## src/design/slc_pkg.sv

```systemverilog
// shared constants and types for the source line classifier
`default_nettype none

package slc_pkg;

    // counter width; result fields carry the low 32 bits
    localparam int COUNT_WIDTH = 32;
    localparam int FIELD_WIDTH = 32;

    typedef logic [COUNT_WIDTH-1:0] count_t;

    // leading characters of the current line
    localparam logic [1:0] LEAD_NONE  = 2'd0;
    localparam logic [1:0] LEAD_SLASH = 2'd1;
    localparam logic [1:0] LEAD_TWO   = 2'd2;
    localparam logic [1:0] LEAD_OTHER = 2'd3;

    // kind of the previous byte, for mark detection
    localparam logic [1:0] PREV_OTHER = 2'd0;
    localparam logic [1:0] PREV_SLASH = 2'd1;
    localparam logic [1:0] PREV_STAR  = 2'd2;

    // byte codes
    localparam logic [7:0] CHR_NL    = 8'h0A;
    localparam logic [7:0] CHR_SPACE = 8'h20;
    localparam logic [7:0] CHR_TAB   = 8'h09;
    localparam logic [7:0] CHR_SLASH = 8'h2F;
    localparam logic [7:0] CHR_STAR  = 8'h2A;

    // action codes
    localparam logic ACT_BYTE = 1'b0;
    localparam logic ACT_EOF  = 1'b1;

    // saturating increment
    function automatic count_t sat_inc(input count_t v);
        count_t r;
        r = (&v) ? v : v + count_t'(1);
        return r;
    endfunction

endpackage

`default_nettype wire

```

## src/design/source_line_classifier_core.sv

```systemverilog
// top level of the source line classifier: byte stream in, running line totals out
`default_nettype none

// Source line classifier. Feed the bytes of a C source file, one item per
// byte with tuser low, then one item with tuser high to end the file. Every
// item returns exactly one result item holding the running code, comment and
// blank line totals and the count of finished files, plus a flag in tuser
// that says whether this item closed and classified a line (a newline byte,
// or end of file while a partial line is pending). Lines are split at 0x0A;
// spaces and tabs alone make a blank line, carriage return is non-blank.
// Block comments carry across lines and are dropped at end of file. All
// totals saturate. The block takes one item per cycle: an input register
// feeds one level of classification logic that writes the state and result
// registers, so an item is held in the input register and then in the result
// register, and back-to-back items run at full rate as long as the result
// side keeps tready high. A stalled result holds the input side after one
// buffered item.
module source_line_classifier_core (
    input  wire logic         clk,
    input  wire logic         rst_n,
    input  wire logic         s_tvalid,
    output logic              s_tready,
    input  wire logic [7:0]   s_tdata,   // [7:0] text_byte
    input  wire logic [0:0]   s_tuser,   // [0] action (1 = end of file)
    output logic              m_tvalid,
    input  wire logic         m_tready,
    output logic [127:0]      m_tdata,   // [31:0] code_count, [63:32] comment_count,
                                         // [95:64] blank_count, [127:96] files_done
    output logic [0:0]        m_tuser    // [0] line_closed
);

    // input register
    logic       in_valid_reg;
    logic       action_reg;
    logic [7:0] byte_reg;

    // line and comment state
    logic       in_block_reg,    in_block_next;
    logic       line_pending_reg, line_pending_next;
    logic       line_nonblank_reg, line_nonblank_next;
    logic [1:0] lead_reg,        lead_next;
    logic [1:0] prev_reg,        prev_next;
    logic       saw_open_reg,    saw_open_next;
    logic       saw_close_reg,   saw_close_next;

    // totals double as the result register
    slc_pkg::count_t code_total_reg,    code_total_next;
    slc_pkg::count_t comment_total_reg, comment_total_next;
    slc_pkg::count_t blank_total_reg,   blank_total_next;
    slc_pkg::count_t file_total_reg,    file_total_next;
    logic            line_closed_reg,   line_closed_next;
    logic            out_valid_reg;

    logic advance;
    logic is_eof;
    logic is_nl;
    logic classify;
    logic blank_byte;

    // stage moves when an item is buffered and the result slot is free or draining
    assign advance  = in_valid_reg && (!out_valid_reg || m_tready);
    assign s_tready = !in_valid_reg || advance;

    assign is_eof     = (action_reg == slc_pkg::ACT_EOF);
    assign is_nl      = !is_eof && (byte_reg == slc_pkg::CHR_NL);
    assign classify   = is_nl || (is_eof && line_pending_reg);
    assign blank_byte = byte_reg inside {slc_pkg::CHR_SPACE, slc_pkg::CHR_TAB};

    always_comb
    begin
        in_block_next      = in_block_reg;
        line_pending_next  = line_pending_reg;
        line_nonblank_next = line_nonblank_reg;
        lead_next          = lead_reg;
        prev_next          = prev_reg;
        saw_open_next      = saw_open_reg;
        saw_close_next     = saw_close_reg;
        code_total_next    = code_total_reg;
        comment_total_next = comment_total_reg;
        blank_total_next   = blank_total_reg;
        file_total_next    = file_total_reg;
        line_closed_next   = classify;

        // classify the finished line, first matching rule wins
        if (classify)
        begin
            if (!line_nonblank_reg)
            begin
                blank_total_next = slc_pkg::sat_inc(blank_total_reg);
            end
            else if (in_block_reg)
            begin
                comment_total_next = slc_pkg::sat_inc(comment_total_reg);
                if (saw_close_reg)
                begin
                    in_block_next = 1'b0;
                end
            end
            else if (lead_reg == slc_pkg::LEAD_TWO)
            begin
                comment_total_next = slc_pkg::sat_inc(comment_total_reg);
            end
            else if (saw_open_reg)
            begin
                comment_total_next = slc_pkg::sat_inc(comment_total_reg);
                if (!saw_close_reg)
                begin
                    in_block_next = 1'b1;
                end
            end
            else
            begin
                code_total_next = slc_pkg::sat_inc(code_total_reg);
            end
        end

        if (is_eof || is_nl)
        begin
            // line state starts over
            line_pending_next  = 1'b0;
            line_nonblank_next = 1'b0;
            lead_next          = slc_pkg::LEAD_NONE;
            prev_next          = slc_pkg::PREV_OTHER;
            saw_open_next      = 1'b0;
            saw_close_next     = 1'b0;
            if (is_eof)
            begin
                in_block_next   = 1'b0;
                file_total_next = slc_pkg::sat_inc(file_total_reg);
            end
        end
        else
        begin
            line_pending_next = 1'b1;
            if (!blank_byte)
            begin
                line_nonblank_next = 1'b1;
            end
            // track whether the line opens with two slashes
            if (lead_reg == slc_pkg::LEAD_SLASH)
            begin
                lead_next = (byte_reg == slc_pkg::CHR_SLASH) ? slc_pkg::LEAD_TWO
                                                             : slc_pkg::LEAD_OTHER;
            end
            else if (lead_reg == slc_pkg::LEAD_NONE && !blank_byte)
            begin
                lead_next = (byte_reg == slc_pkg::CHR_SLASH) ? slc_pkg::LEAD_SLASH
                                                             : slc_pkg::LEAD_OTHER;
            end
            // open and close marks anywhere in the line, overlap allowed
            case (byte_reg)
                slc_pkg::CHR_SLASH:
                begin
                    if (prev_reg == slc_pkg::PREV_STAR)
                    begin
                        saw_close_next = 1'b1;
                    end
                    prev_next = slc_pkg::PREV_SLASH;
                end
                slc_pkg::CHR_STAR:
                begin
                    if (prev_reg == slc_pkg::PREV_SLASH)
                    begin
                        saw_open_next = 1'b1;
                    end
                    prev_next = slc_pkg::PREV_STAR;
                end
                default:
                begin
                    prev_next = slc_pkg::PREV_OTHER;
                end
            endcase
        end
    end

    // input register
    always_ff @(posedge clk or negedge rst_n)
    begin
        if (!rst_n)
        begin
            in_valid_reg <= 1'b0;
        end
        else if (s_tready)
        begin
            in_valid_reg <= s_tvalid;
        end
    end

    always_ff @(posedge clk)
    begin
        if (s_tvalid && s_tready)
        begin
            action_reg <= s_tuser[0];
            byte_reg   <= s_tdata;
        end
    end

    // state and result registers
    always_ff @(posedge clk or negedge rst_n)
    begin
        if (!rst_n)
        begin
            in_block_reg      <= 1'b0;
            line_pending_reg  <= 1'b0;
            line_nonblank_reg <= 1'b0;
            lead_reg          <= slc_pkg::LEAD_NONE;
            prev_reg          <= slc_pkg::PREV_OTHER;
            saw_open_reg      <= 1'b0;
            saw_close_reg     <= 1'b0;
            code_total_reg    <= '0;
            comment_total_reg <= '0;
            blank_total_reg   <= '0;
            file_total_reg    <= '0;
            line_closed_reg   <= 1'b0;
            out_valid_reg     <= 1'b0;
        end
        else
        begin
            if (advance)
            begin
                in_block_reg      <= in_block_next;
                line_pending_reg  <= line_pending_next;
                line_nonblank_reg <= line_nonblank_next;
                lead_reg          <= lead_next;
                prev_reg          <= prev_next;
                saw_open_reg      <= saw_open_next;
                saw_close_reg     <= saw_close_next;
                code_total_reg    <= code_total_next;
                comment_total_reg <= comment_total_next;
                blank_total_reg   <= blank_total_next;
                file_total_reg    <= file_total_next;
                line_closed_reg   <= line_closed_next;
                out_valid_reg     <= 1'b1;
            end
            else if (m_tready)
            begin
                out_valid_reg <= 1'b0;
            end
        end
    end

    assign m_tvalid = out_valid_reg;
    assign m_tdata  = {slc_pkg::FIELD_WIDTH'(file_total_reg),
                       slc_pkg::FIELD_WIDTH'(blank_total_reg),
                       slc_pkg::FIELD_WIDTH'(comment_total_reg),
                       slc_pkg::FIELD_WIDTH'(code_total_reg)};
    assign m_tuser  = line_closed_reg;

`ifndef SYNTH
    // end of file leaves no open comment and no pending line
    a_eof_clears: assert property (@(posedge clk) disable iff (!rst_n)
        advance && is_eof |=> !in_block_reg && !line_pending_reg)
        else $error("end of file did not clear line state");

    // end of file bumps the file count unless saturated
    a_eof_count: assert property (@(posedge clk) disable iff (!rst_n)
        advance && is_eof |=> (file_total_reg == $past(file_total_reg) + 1'b1)
                              || (&$past(file_total_reg)))
        else $error("file count did not advance");

    // at most one line total moves per item
    a_one_class: assert property (@(posedge clk) disable iff (!rst_n)
        advance |=> $countones({code_total_reg != $past(code_total_reg),
                                comment_total_reg != $past(comment_total_reg),
                                blank_total_reg != $past(blank_total_reg)}) <= 1)
        else $error("more than one line class counted");

    // a closed line leaves no pending partial line
    a_closed_empty: assert property (@(posedge clk) disable iff (!rst_n)
        line_closed_reg |-> !line_pending_reg && !saw_open_reg && !saw_close_reg)
        else $error("line state kept after close");
`endif

endmodule

`default_nettype wire

```

## config.mk

```make
export PLATFORM = sky130hd
export DESIGN_NAME = source_line_classifier_core
export DESIGN_NICKNAME = d
export VERILOG_FILES = /design/src/design/slc_pkg.sv /design/src/design/source_line_classifier_core.sv
export SDC_FILE = /design/constraint.sdc
export NUM_CORES = 1
export LEC_CHECK = 0
export ABC_CLOCK_PERIOD_IN_PS = 5200
export BUFFER_PORTS_ARGS = -buffer_cell sky130_fd_sc_hd__buf_2
export CORE_ASPECT_RATIO = 1.25
export CORE_MARGIN = 4
export CORE_UTILIZATION = 25
export DETAILED_ROUTE_END_ITERATION = 8
export SLEW_MARGIN = 5
export SYNTH_ARGS = -nofsm -noshare
export SYNTH_HDL_FRONTEND = slang
export SYNTH_SLANG_ARGS = --single-unit
```

## constraint.sdc

```tcl
create_clock -name clk -period 5.2 [get_ports clk]
set_input_delay 0.52 -clock clk [delete_from_list [all_inputs] [get_ports clk]]
set_output_delay 0.52 -clock clk [all_outputs]
set_load 0.01 [all_outputs]
```

# Word-level counts from Yosys, hierarchy flattened
# Index checks and enable logic that the tools add are counted.
dict set report op_classes {
  add_sub_neg 4
  multipliers 0
  n_div 0
  magnitude_cmp 0
  n_eq_ne 10
  shift 0
  n_mux 30
  bitwise 7
  n_reduce_logical 34
}
# cell n
set op_table {}
lappend op_table {{adder 32 x 1 -> 32 bit, second input constant} 4}
lappend op_table {{two-way mux 32 bit} 4}
lappend op_table {{AND reduction 32 bit} 4}
lappend op_table {{== test 8 x 6 -> 1 bit, second input constant} 3}
lappend op_table {{two-way mux 1 bit} 20}
lappend op_table {{== test 8 x 4 -> 1 bit, second input constant} 2}
lappend op_table {{AND reduction 4 bit} 3}
lappend op_table {{nonzero test 2 bit} 6}
lappend op_table {{two-way mux 2 bit} 5}
lappend op_table {{NOT 1 bit} 7}
lappend op_table {{AND reduction 7 bit} 1}
lappend op_table {{AND reduction 3 bit} 2}
lappend op_table {{nonzero test 3 bit} 2}
lappend op_table {{logical AND 1 bit} 5}
lappend op_table {{== test 2 x 1 -> 1 bit, second input constant} 2}
lappend op_table {{== test 2 bit, second input constant} 2}
lappend op_table {{zero test 1 bit} 4}
lappend op_table {{logical OR 1 bit} 4}
lappend op_table {{one-hot mux 2 bit (2 select lines)} 1}
lappend op_table {{AND reduction 2 bit} 2}
lappend op_table {{zero test 2 bit} 1}
lappend op_table {{!= test 2 x 1 -> 1 bit, second input constant} 1}
dict set report word_totals {
  reg_bits 149
  latch_bits 0
  ramBits 0
  romBits 0
  wordCells 101
  memories 0
}

# Logic depth before layout (Yosys ltp)
# Gate-level depths: netlist of run 1.
dict set report logic_depth {
  word_depth 8
  ltp_mapped 8
  depth_no_buf 6
}

# Least setup slack after synthesis of run 1
# No wires, ideal clock.
dict set report synth_timing {
  kind {register -> register}
  start {register code_total_reg[23]}
  end {register code_total_reg[1]}
  setup_ns 0.125
  arrival_ns 2.139
  setup_slack_ns 2.936
  stages_incl_launch_ff 7
  path_cell_list {dfrtp_1 > nand4_2 > or3_4 > or4_1 > buf_6 > nand2_1 > mux2_2}
}
dict set report synth_via {
  elab_chain_cells 3
}
# item line
set synth_lines {}
lappend synth_lines {{start: declaration} source_line_classifier_core.sv:47} ;# slc_pkg::count_t code_total_reg, code_total_next;
lappend synth_lines {{start signal: assignment} source_line_classifier_core.sv:228} ;# code_total_reg <= code_total_next;
lappend synth_lines {{AND reduction 32 bit} slc_pkg.sv:37} ;# r = (&v) ? v : v + count_t'(1);
lappend synth_lines {{NOT 1 bit (no source line)} n/a}
lappend synth_lines {{AND reduction 7 bit (no source line)} n/a}
# Every way passes these cells.
# A chain may end at the register's enable or synchronous reset.

# Final worst setup path of run 1
dict set report layout_timing {
  start {register code_total_reg[0]}
  end {register code_total_reg[1]}
}
dict set report layout_via {
  elab_chain_cells 3
  word_cells_on_any_way 4
}
# item
set layout_lines {}
lappend layout_lines {{branches (longest 3 deep; another with adder 32 x 1 -> 32 bit)}}
# Several ways; the timed one is not identified.

==> results of run 1 <==
## worst max-delay path, stage by stage, from the launching register on
cell and delay [ns]:
dfrtp_1 0.42, ha_1 0.19, and3_1 0.26, nand4_1 0.33, or4_1 0.80, nand2_1 0.23
mux2_2 0.34
## power by group
group	total (mW)	switching, mW	internal [mW]
logic	0.248	0.147	0.101
clock network	1.18	0.515	0.666
registers	1.31	0.0751	1.23
total	2.74	0.737	2.00
## final cells by class
type	count	area, um^2
flip-flops and latches	149	3770
diodes	1	2.50
fillers	3002	19600
repair buffers	147	752
well taps	355	444
clock inverters	13	109
multi-input cells	491	3330
inverters	12	45.0
clock buffers	19	443
## per-stage QoR
step | instances | area (um^2)
2_1_floorplan | 667 | 7240
3_3_place_gp | 1154 | 8340
3_5_place_dp | 1154 | 8340
4_1_cts | 1186 | 8890
5_1_grt | 1187 | 8900
6_report | 1187 | 8900
## worst max path at each step
| stage | cells after the start | start | endpoint | slack, ns |
|---|---|---|---|---|
| 2_1_floorplan | 6 | code_total_reg[23] | code_total_reg[1] | 2.94 |
| 6_report | 6 | code_total_reg[0] | code_total_reg[1] | 2.51 |
| 3_3_place_gp | 5 | byte_reg[4] | code_total_reg[1] | 2.22 |
| 3_5_place_dp | 5 | byte_reg[2] | code_total_reg[1] | 2.17 |
| 5_1_grt | 6 | code_total_reg[0] | code_total_reg[1] | 2.33 |
| 4_1_cts | 5 | byte_reg[2] | code_total_reg[1] | 2.15 |
## per-layer routing
metal / vias to the layer above / track usage [%]
met5: - / 0
met4: 4 / 6.06
met3: 42 / 3.16
met1: 2828 / 15.6
met2: 143 / 19.7
li1: 2737 / -
## cells in the mapped netlist, types with 2 or more instances
library cell and number:
nor4b_1 3, and2_1 11, xnor2_1 100, buf_6 2, a21oi_1 3, nand3b_1 3, and3_1 34, nand4b_1 8
nand2b_1 4, dfrtp_1 140, mux2_2 5, ha_1 4, nand2_1 40, clkbuf_1 6, nor4_2 2, o31ai_1 2
inv_1 12, nor3_1 23, xor2_1 22, nand3_1 66, buf_2 4, or2_2 3, and4_1 12, o21ai_0 3
edfxtp_1 9, nor4_4 2, nor2_1 30, o21a_1 4, or3_4 2, nand4_1 65, or3_1 4, nor4_1 15
## logic make-up after synthesis
family / synth area share, %
compound gates: 2.16
xor+xnor: 14.8
fa+ha+maj: 0.692
buf+inv: 1.90
flops: 52.2
mux: 0.778
simple gates: 27.5
==> impl_results.md, run 1 <==
* Outcome: finished, final reports clean
* Grt ovf at 0
* Req. time, crit path at 5.52 ns
* Static Leakage at 4.08 nW
* Clk pin slew, worst setup/hold paths at 0.07 ns
* Critical R2R Launch: code_total_reg[0]
* Final-report hold violation count at 0
* Via count at 5,754
* Avg WL per Cell at 16.4 um
* HP Class: in -> async
* Initial antenna violation count at 3
* Post-synth EDFFs at 9
* Post-synth top area share at 48.4%
* M1 wire length at 8520 um
* Worst-skew pair later-pin latency at 0.43 ns
* Via/cell ratio at 4.85
* Global Route Usage Sum at 12.3%
* Max VDD drop at 0.222 mV
* Die width at 160 um
* Die Height at 198 um
* Hold-fix buffers, CTS at 0
* Commonest non-fill, non-tap cell in the layout: buf_2
* WL final at 19,500 um
* Syn_area_per_cell at 10.8 um^2
* Prevailing post-synth register cell: dfrtp_1
* Mapped Nets at 684
* CP Capture Type: flip-flop
* Vias in the first global route at 5,733
* R2r endpoint: code_total_reg[1]
* Routed wl met2 at 9520 um
* Relative slew slack at 28.4%
* Async set or reset register ratio after synthesis at 94.0%
* CTS tree: built
* Uppermost layer routed: met5
* DRT iter0 DRCs at 258
* Die area at 0.0317 mm^2
* Max_cap viols at 0
* Hold slack at 0.147 ns
* Setup ws final at 2.51 ns
* Critical path class: reg -> reg
* Clk sink count at 149
* Initial core utilization at 25.4%
* Post-Syn Instances at 667
* R2R depth at 6
* Detailed placement HPWL at 14,200 um
* Crit share post-route at 51.8%
* Startpoint Class: flip-flop
* RSZ-0062 raised after global routing: no
* Clock skew at 0.00927 ns
* Residual DRC at 0
* Clock root cell: clkbuf_16
* Crit path arrival time at 3.01 ns
* CTS Buffer Depth at 2
* Layout area overhead at 23.0%
* Met3 WL at 837 um
* Fmax at 371 MHz
* GP Congestion at 0.752
* Final setup viols at 0
* Setup TNS at 0 ns
* Nets at 835
* Area leader, netlist: dfrtp_1
* Top post-synthesis cells by area: dfrtp_1, xnor2_1, nand4_1, nand3_1, edfxtp_1
* Commonest cells after routing, fill and taps aside: buf_2, dfrtp_1, xnor2_1, nand3_1, nand4_1
* Maximum fanout along the worst path at 17
* Core footprint at 0.0285 mm^2
* Count of cell types in the netlist at 56
* Antenna viol nets, final at 0
* TritonCTS Buffers at 17
* Synthesized flop and latch total at 149
* Reg2reg setup slack at 2.51 ns
* Pin count of the biggest net entering global routing at 90
* Post-Syn Area at 0.00724 mm^2
* CTS H-tree lvls at 4
* Power Total at 2.74 mW
* FP Rows at 69
* Least-Margin Pin Slew at 1.06 ns
* Port-buffer cells at 143
* Buffer count from post-CTS setup fixing at 0
* Cell area power density at 307 mW/mm^2
* I/O pin total at 144
* Slew Limit Fails at 0
* # resized after CTS at 0
* Fraction of layout cells with a size suffix above 1 at 24.1%
* DR pass1 iterations at 4
* Syn. warnings at 0
* Global-route wire length before repair at 31,500 um
* Seq/Total Area, Yosys at 52.2%
* Placement Setup Slack at 2.17 ns
* Final Critical Period at 2.69 ns
* Final Util at 31.2%
Power figures use the tool's default switching activity.
==> inputs of run 2 (changes only) <==
Settings changed: ABC_CLOCK_PERIOD_IN_PS 5200 to 2210.
Clock period 5.2 ns to 2.21 ns, I/O delays scaled along.
==> impl_results.md, run 2 (synthesized netlist as in run 1, its figures left out) <==
* Placed Cells at 1,208 (+4.7%)
* WL final at 20,100 um (+3.0%)
* CP Capture Type: flip-flop
* Worst path slowest cell: o41a_4
* Cell area power density at 682 mW/mm^2 (+120%)
* Slew Limit Fails at 0 (unchanged)
* Setup ws final at 0.0459 ns (-2.46 ns)
* Max VDD drop at 0.482 mV (+120%)
* Via count at 5,999 (+4.3%)
* Antenna viol nets, final at 0 (unchanged)
* Final Non-Filler Cells at 1,255 (+5.7%)
* Maximum fanout along the worst path at 10 (-7)
* DRT iter0 DRCs at 329 (+28%)
* Static Leakage at 4.46 nW (+9.4%)
* Layout area overhead at 32.2%
* Avg WL per Cell at 16.0 um (-2.5%)
* Residual DRC at 0 (unchanged)
* I/O pin total at 144 (unchanged)
* Crit path cell chain: or3_4, o41a_4, nor4bb_4, buf_6, nand4_1, xnor2_1
* Least-Margin Pin Slew at 0.601 ns (-0.463 ns)
* Global Route Usage Sum at 12.6% (+0.23 points)
* Max_cap viols at 0 (unchanged)
* Power Total at 6.52 mW (+140%)
* Core footprint at 0.0285 mm^2 (unchanged)
* Placement Setup Slack at -0.00667 ns (-2.18 ns)
* Via/cell ratio at 4.78 (-1.4%)
* Commonest cells after routing, fill and taps aside: buf_2, dfrtp_1, xnor2_1, nand3_1, nand4_1
* Final-report hold violation count at 0 (unchanged)
* Relative slew slack at 59.6% (+31 points)
* Clk sink count at 149 (unchanged)
* Reg2reg setup slack at 0.05 ns (-2.46 ns)
* Crit-path max cell delay at 0.45 ns (-0.35 ns)
* RSZ-0062 raised after global routing: yes
* Fmax at 462 MHz (+25%)
* Outcome: finished, final reports clean
* GP Congestion at 0.793 (+5.4%)
* FP Rows at 69 (unchanged)
* Die Height at 198 um (unchanged)
* CTS tree: built
* Setup TNS at 0 ns (unchanged)
* Crit share post-route at 97.9% (+46 points)
* Critical path class: reg -> reg
* Final setup viols at 0 (unchanged)
* Vias in the first global route at 5,964 (+4.0%)
* Nets at 904 (+8.3%)
* Antenna diode count at 0 (-1)
* Clk pin slew, worst setup/hold paths at 0.07 ns (about the same)
* Die width at 160 um (unchanged)
* FILL cells at 2,915 (-2.9%)
* Initial core utilization at 25.4% (unchanged)
* Startpoint Class: flip-flop
* Global-route wire length before repair at 32,400 um (+3.0%)
* Final Critical Period at 2.16 ns (-0.531 ns)
* TritonCTS Buffers at 17 (unchanged)
* Grt ovf at 0 (unchanged)
* Clock skew at 0.0104 ns (+0.00108 ns)
* CTS Buffer Depth at 2 (unchanged)
* Clock root cell: clkbuf_16
* Detailed placement HPWL at 14,600 um (+2.5%)
* Initial antenna violation count at 0 (-3)
* Pin count of the biggest net entering global routing at 57 (-37%)
* Commonest non-fill, non-tap cell in the layout: buf_2
* Fraction of layout cells with a size suffix above 1 at 29.4% (+5.4 points)
* Port-buffer cells at 143 (unchanged)
* DR pass1 iterations at 4 (unchanged)
* Crit path arrival time at 2.47 ns (-0.54 ns)
* Req. time, crit path at 2.52 ns (-3.00 ns)
* Worst-skew pair later-pin latency at 0.43 ns (about the same)
* HP Class: in -> reg
* Die area at 0.0317 mm^2 (unchanged)
* CTS H-tree lvls at 4 (unchanged)
run 2: metal layers:
layer | wire (um) | vias to the layer above | GRT usage, %
li1 | - | 2887 | -
met1 | 8990 | 2981 | 15.8
met2 | 10000 | 113 | 21.3
met3 | 714 | 18 | 3.00
met4 | 324 | 0 | 4.40
met5 | 0 | - | 0
run 2: per-stage QoR:
stage          instance area [um^2]  util (%)  hold slack [ns]
3_3_place_gp                   8810      30.9            0.136
2_1_floorplan                  7240         -          -0.0746
6_report                       9570      33.6            0.176
4_1_cts                        9500      33.4            0.158
3_5_place_dp                   8810      30.9            0.135
5_1_grt                        9570      33.6            0.210
run 2: where the power goes:
group | internal [mW] | total [mW] | leakage, nW | switching, mW
clock | 1.46 | 2.73 | 0.261 | 1.28
sequential | 2.90 | 3.04 | 2.00 | 0.148
combinational | 0.328 | 0.744 | 2.20 | 0.416
total | 4.68 | 6.52 | 4.46 | 1.84
run 2: area by class of cell:
| class | instances | area [um^2] | area share, % |
|---|---|---|---|
| timing repair buffer | 215 | 1360 | 14.2 |
| inverter | 12 | 45.0 | 0.471 |
| clock inverter | 15 | 120 | 1.26 |
| multi-input combinational | 492 | 3390 | 35.5 |
| clock buffer | 17 | 425 | 4.45 |
| sequential | 149 | 3780 | 39.5 |
| tap | 355 | 444 | 4.64 |
run 2: final timing paths:
kind	cells after the start	start	end
max	6	byte_reg[4]	comment_total_reg[21]
min	4	m_tready	in_valid_reg
max in group asynchronous	3	rst_n	comment_total_reg[11]
min in group asynchronous	2	rst_n	file_total_reg[16]
min reg2reg	2	m_tuser	m_tuser
max reg2reg	6	byte_reg[4]	comment_total_reg[21]
run 2: worst max-delay path: cells and delay by family (launching register included):
family | cells | cell delay [ns]
buf+inv | 1 | 0.18
flops | 1 | 0.36
simple gates | 3 | 0.88
xor+xnor | 1 | 0.17
compound gates | 1 | 0.45
run 2: timing repair:
| action | 4_1_cts | 5_1_grt |
|---|---|---|
| cloned | 0 | 1 |
| endpoints found under the setup margin | 8 | 32 |
| endpoints found under the hold margin | 40 | 0 |
| pin swaps | 0 | 3 |
| resized for setup | 3 | 6 |
| setup buffers | 1 | 2 |
| hold buffers | 11 | 0 |
==> inputs of run 3 (changes only) <==
Settings changed: CORE_ASPECT_RATIO 1.25 to 1.1.
==> impl_results.md, run 3 (synthesized netlist as in run 1, its figures left out) <==
* Crit path cell chain: or3_4, o41a_2, nor4_4, nand4_1, mux2_2
* CTS H-tree lvls at 4 (unchanged)
* Worst path slowest cell: o41a_2
* Antenna diode count at 0 (unchanged)
* Placed Cells at 1,219 (+0.91%)
* Crit-path max cell delay at 0.50 ns (+0.05 ns)
* Detailed placement HPWL at 14,500 um (-0.67%)
* Global-route wire length before repair at 33,200 um (+2.2%)
* Final setup viols at 0 (unchanged)
* Relative slew slack at 64.3% (+4.6 points)
* Via count at 6,005 (+0.10%)
* Port-buffer cells at 143 (unchanged)
* CTS Buffer Depth at 2 (unchanged)
* Vias in the first global route at 6,081 (+2.0%)
* Clk sink count at 149 (unchanged)
* Req. time, crit path at 2.52 ns (about the same)
* Residual DRC at 0 (unchanged)
* Global Route Usage Sum at 12.9% (+0.28 points)
* HP Class: in -> reg
* Nets at 906 (+0.22%)
* Die width at 170 um (+6.3%)
* Startpoint Class: flip-flop
* Final Non-Filler Cells at 1,270 (+1.2%)
* CTS tree: built
* Die area at 0.0317 mm^2 (about the same)
* Die Height at 186 um (-5.9%)
* Core footprint at 0.0286 mm^2 (+0.48%)
* TritonCTS Buffers at 17 (unchanged)
* Clock root cell: clkbuf_16
* Maximum fanout along the worst path at 6 (-4)
* RSZ-0062 raised after global routing: yes
* Clk pin slew, worst setup/hold paths at 0.08 ns (about the same)
* Hold_sp: m_tready
* Initial core utilization at 25.3% (-0.12 points)
* FP Rows at 65 (-5.8%)
* Power Total at 6.74 mW (+3.4%)
* Avg WL per Cell at 15.7 um (-1.6%)
* Crit path arrival time at 2.47 ns (about the same)
* Crit share post-route at 97.7% (-0.18 points)
* Pin count of the biggest net entering global routing at 51 (-11%)
* Final-report hold violation count at 0 (unchanged)
* Slew Limit Fails at 0 (unchanged)
* DRT iter0 DRCs at 338 (+2.7%)
* Fraction of layout cells with a size suffix above 1 at 29.5% (+0.046 points)
* Outcome: finished, final reports clean
* Initial antenna violation count at 0 (unchanged)
* Critical R2R Launch: byte_reg[4]
* Commonest non-fill, non-tap cell in the layout: buf_2
* GP Congestion at 0.774 (-2.4%)
* Via/cell ratio at 4.73 (-1.1%)
* DR pass1 iterations at 4 (unchanged)
* Crit path launch: byte_reg[4]
* Max_cap viols at 0 (unchanged)
* Placement Setup Slack at 0.0371 ns (+0.0438 ns)
* WL final at 20,000 um (-0.46%)
* Cell area power density at 701 mW/mm^2 (+2.9%)
* Final Critical Period at 2.16 ns (-0.00408 ns)
* Least-Margin Pin Slew at 0.532 ns (-0.0692 ns)
* Clock skew at 0.00941 ns (-0.000941 ns)
* Fmax at 463 MHz (+0.19%)
* Commonest cells after routing, fill and taps aside: buf_2, dfrtp_1, xnor2_1, nand3_1, nand4_1
* Final Util at 33.6% (about the same)
* Setup ws final at 0.0500 ns (+0.00408 ns)
* Static Leakage at 4.49 nW (+0.67%)
* CP Capture Type: flip-flop
* Worst-skew pair later-pin latency at 0.43 ns (about the same)
* Grt ovf at 0 (unchanged)
* Critical path class: reg -> reg
* I/O pin total at 144 (unchanged)
* Antenna viol nets, final at 0 (unchanged)
* Layout area overhead at 32.9%
* Max VDD drop at 0.381 mV (-21%)
-- run 3: cell types whose count changed in the layout (fill, tap and decap cells not counted), sizes merged --
cell	before	now
inv	18	22
clkinvlp	3	0
buf	204	206
clkinv	6	5
-- run 3: through the flow --
stage	hold WS, ns	setup TNS, ns	cell area (um^2)
3_5_place_dp	0.187	0	8800
3_3_place_gp	0.178	0	8800
4_1_cts	0.103	0	9510
6_report	0.123	0	9620
2_1_floorplan	-0.0746	-0.0131	7240
5_1_grt	0.130	-0.926	9620
-- run 3: worst paths after layout --
| kind | endpoint | slack [ns] | cells past startpoint |
|---|---|---|---|
| worst max-delay path | code_total_reg[22] | 0.05 | 5 |
| worst min-delay path | in_valid_reg | 0.12 | 4 |
| worst max register to register | code_total_reg[22] | 0.05 | 5 |
| worst min register to register | file_total_reg[19] | 0.49 | 1 |
| max in group asynchronous | comment_total_reg[28] | 1.29 | 3 |
| min in group asynchronous | file_total_reg[12] | 0.28 | 2 |
-- run 3: final cells by class --
cell class                 instances  area (um^2)
clock buffer                      17          425
clock inverter                    15          176
fill                            2961        19000
inverter                          12         45.0
multi-input combinational        492         3380
sequential                       149         3780
tap                              368          460
timing repair buffer             217         1350
-- run 3: per-layer routing --
metal  wire length, um  global-route usage, %  vias to the layer above
li1                  -                      -                     2891
met3               800                   2.61                       13
met2              9600                   20.5                      134
met1              9360                   17.7                     2967
met5                 0                      0                        -
met4               222                   3.90                        0
-- run 3: worst max-delay path: cells and delay by family, from the launching register on --
kind / cells / cell delay (ns)
DFF: 1 / 0.37
and+or+nand+nor: 3 / 0.88
muxes: 1 / 0.28
AOI/OAI and AO/OA: 1 / 0.50
-- run 3: timing repair --
action	CTS	global route
setup buffers	0	6
setup endpoints to repair	0	43
hold buffers	11	0
resized for setup	0	7
endpoints found under the hold margin	52	0
-- run 3: where the power goes --
group	total (mW)	leakage (nW)	internal [mW]	switching, mW
clock network	2.95	0.296	1.54	1.42
registers	3.03	2.00	2.89	0.138
logic	0.758	2.20	0.335	0.423
total	6.74	4.49	4.77	1.98
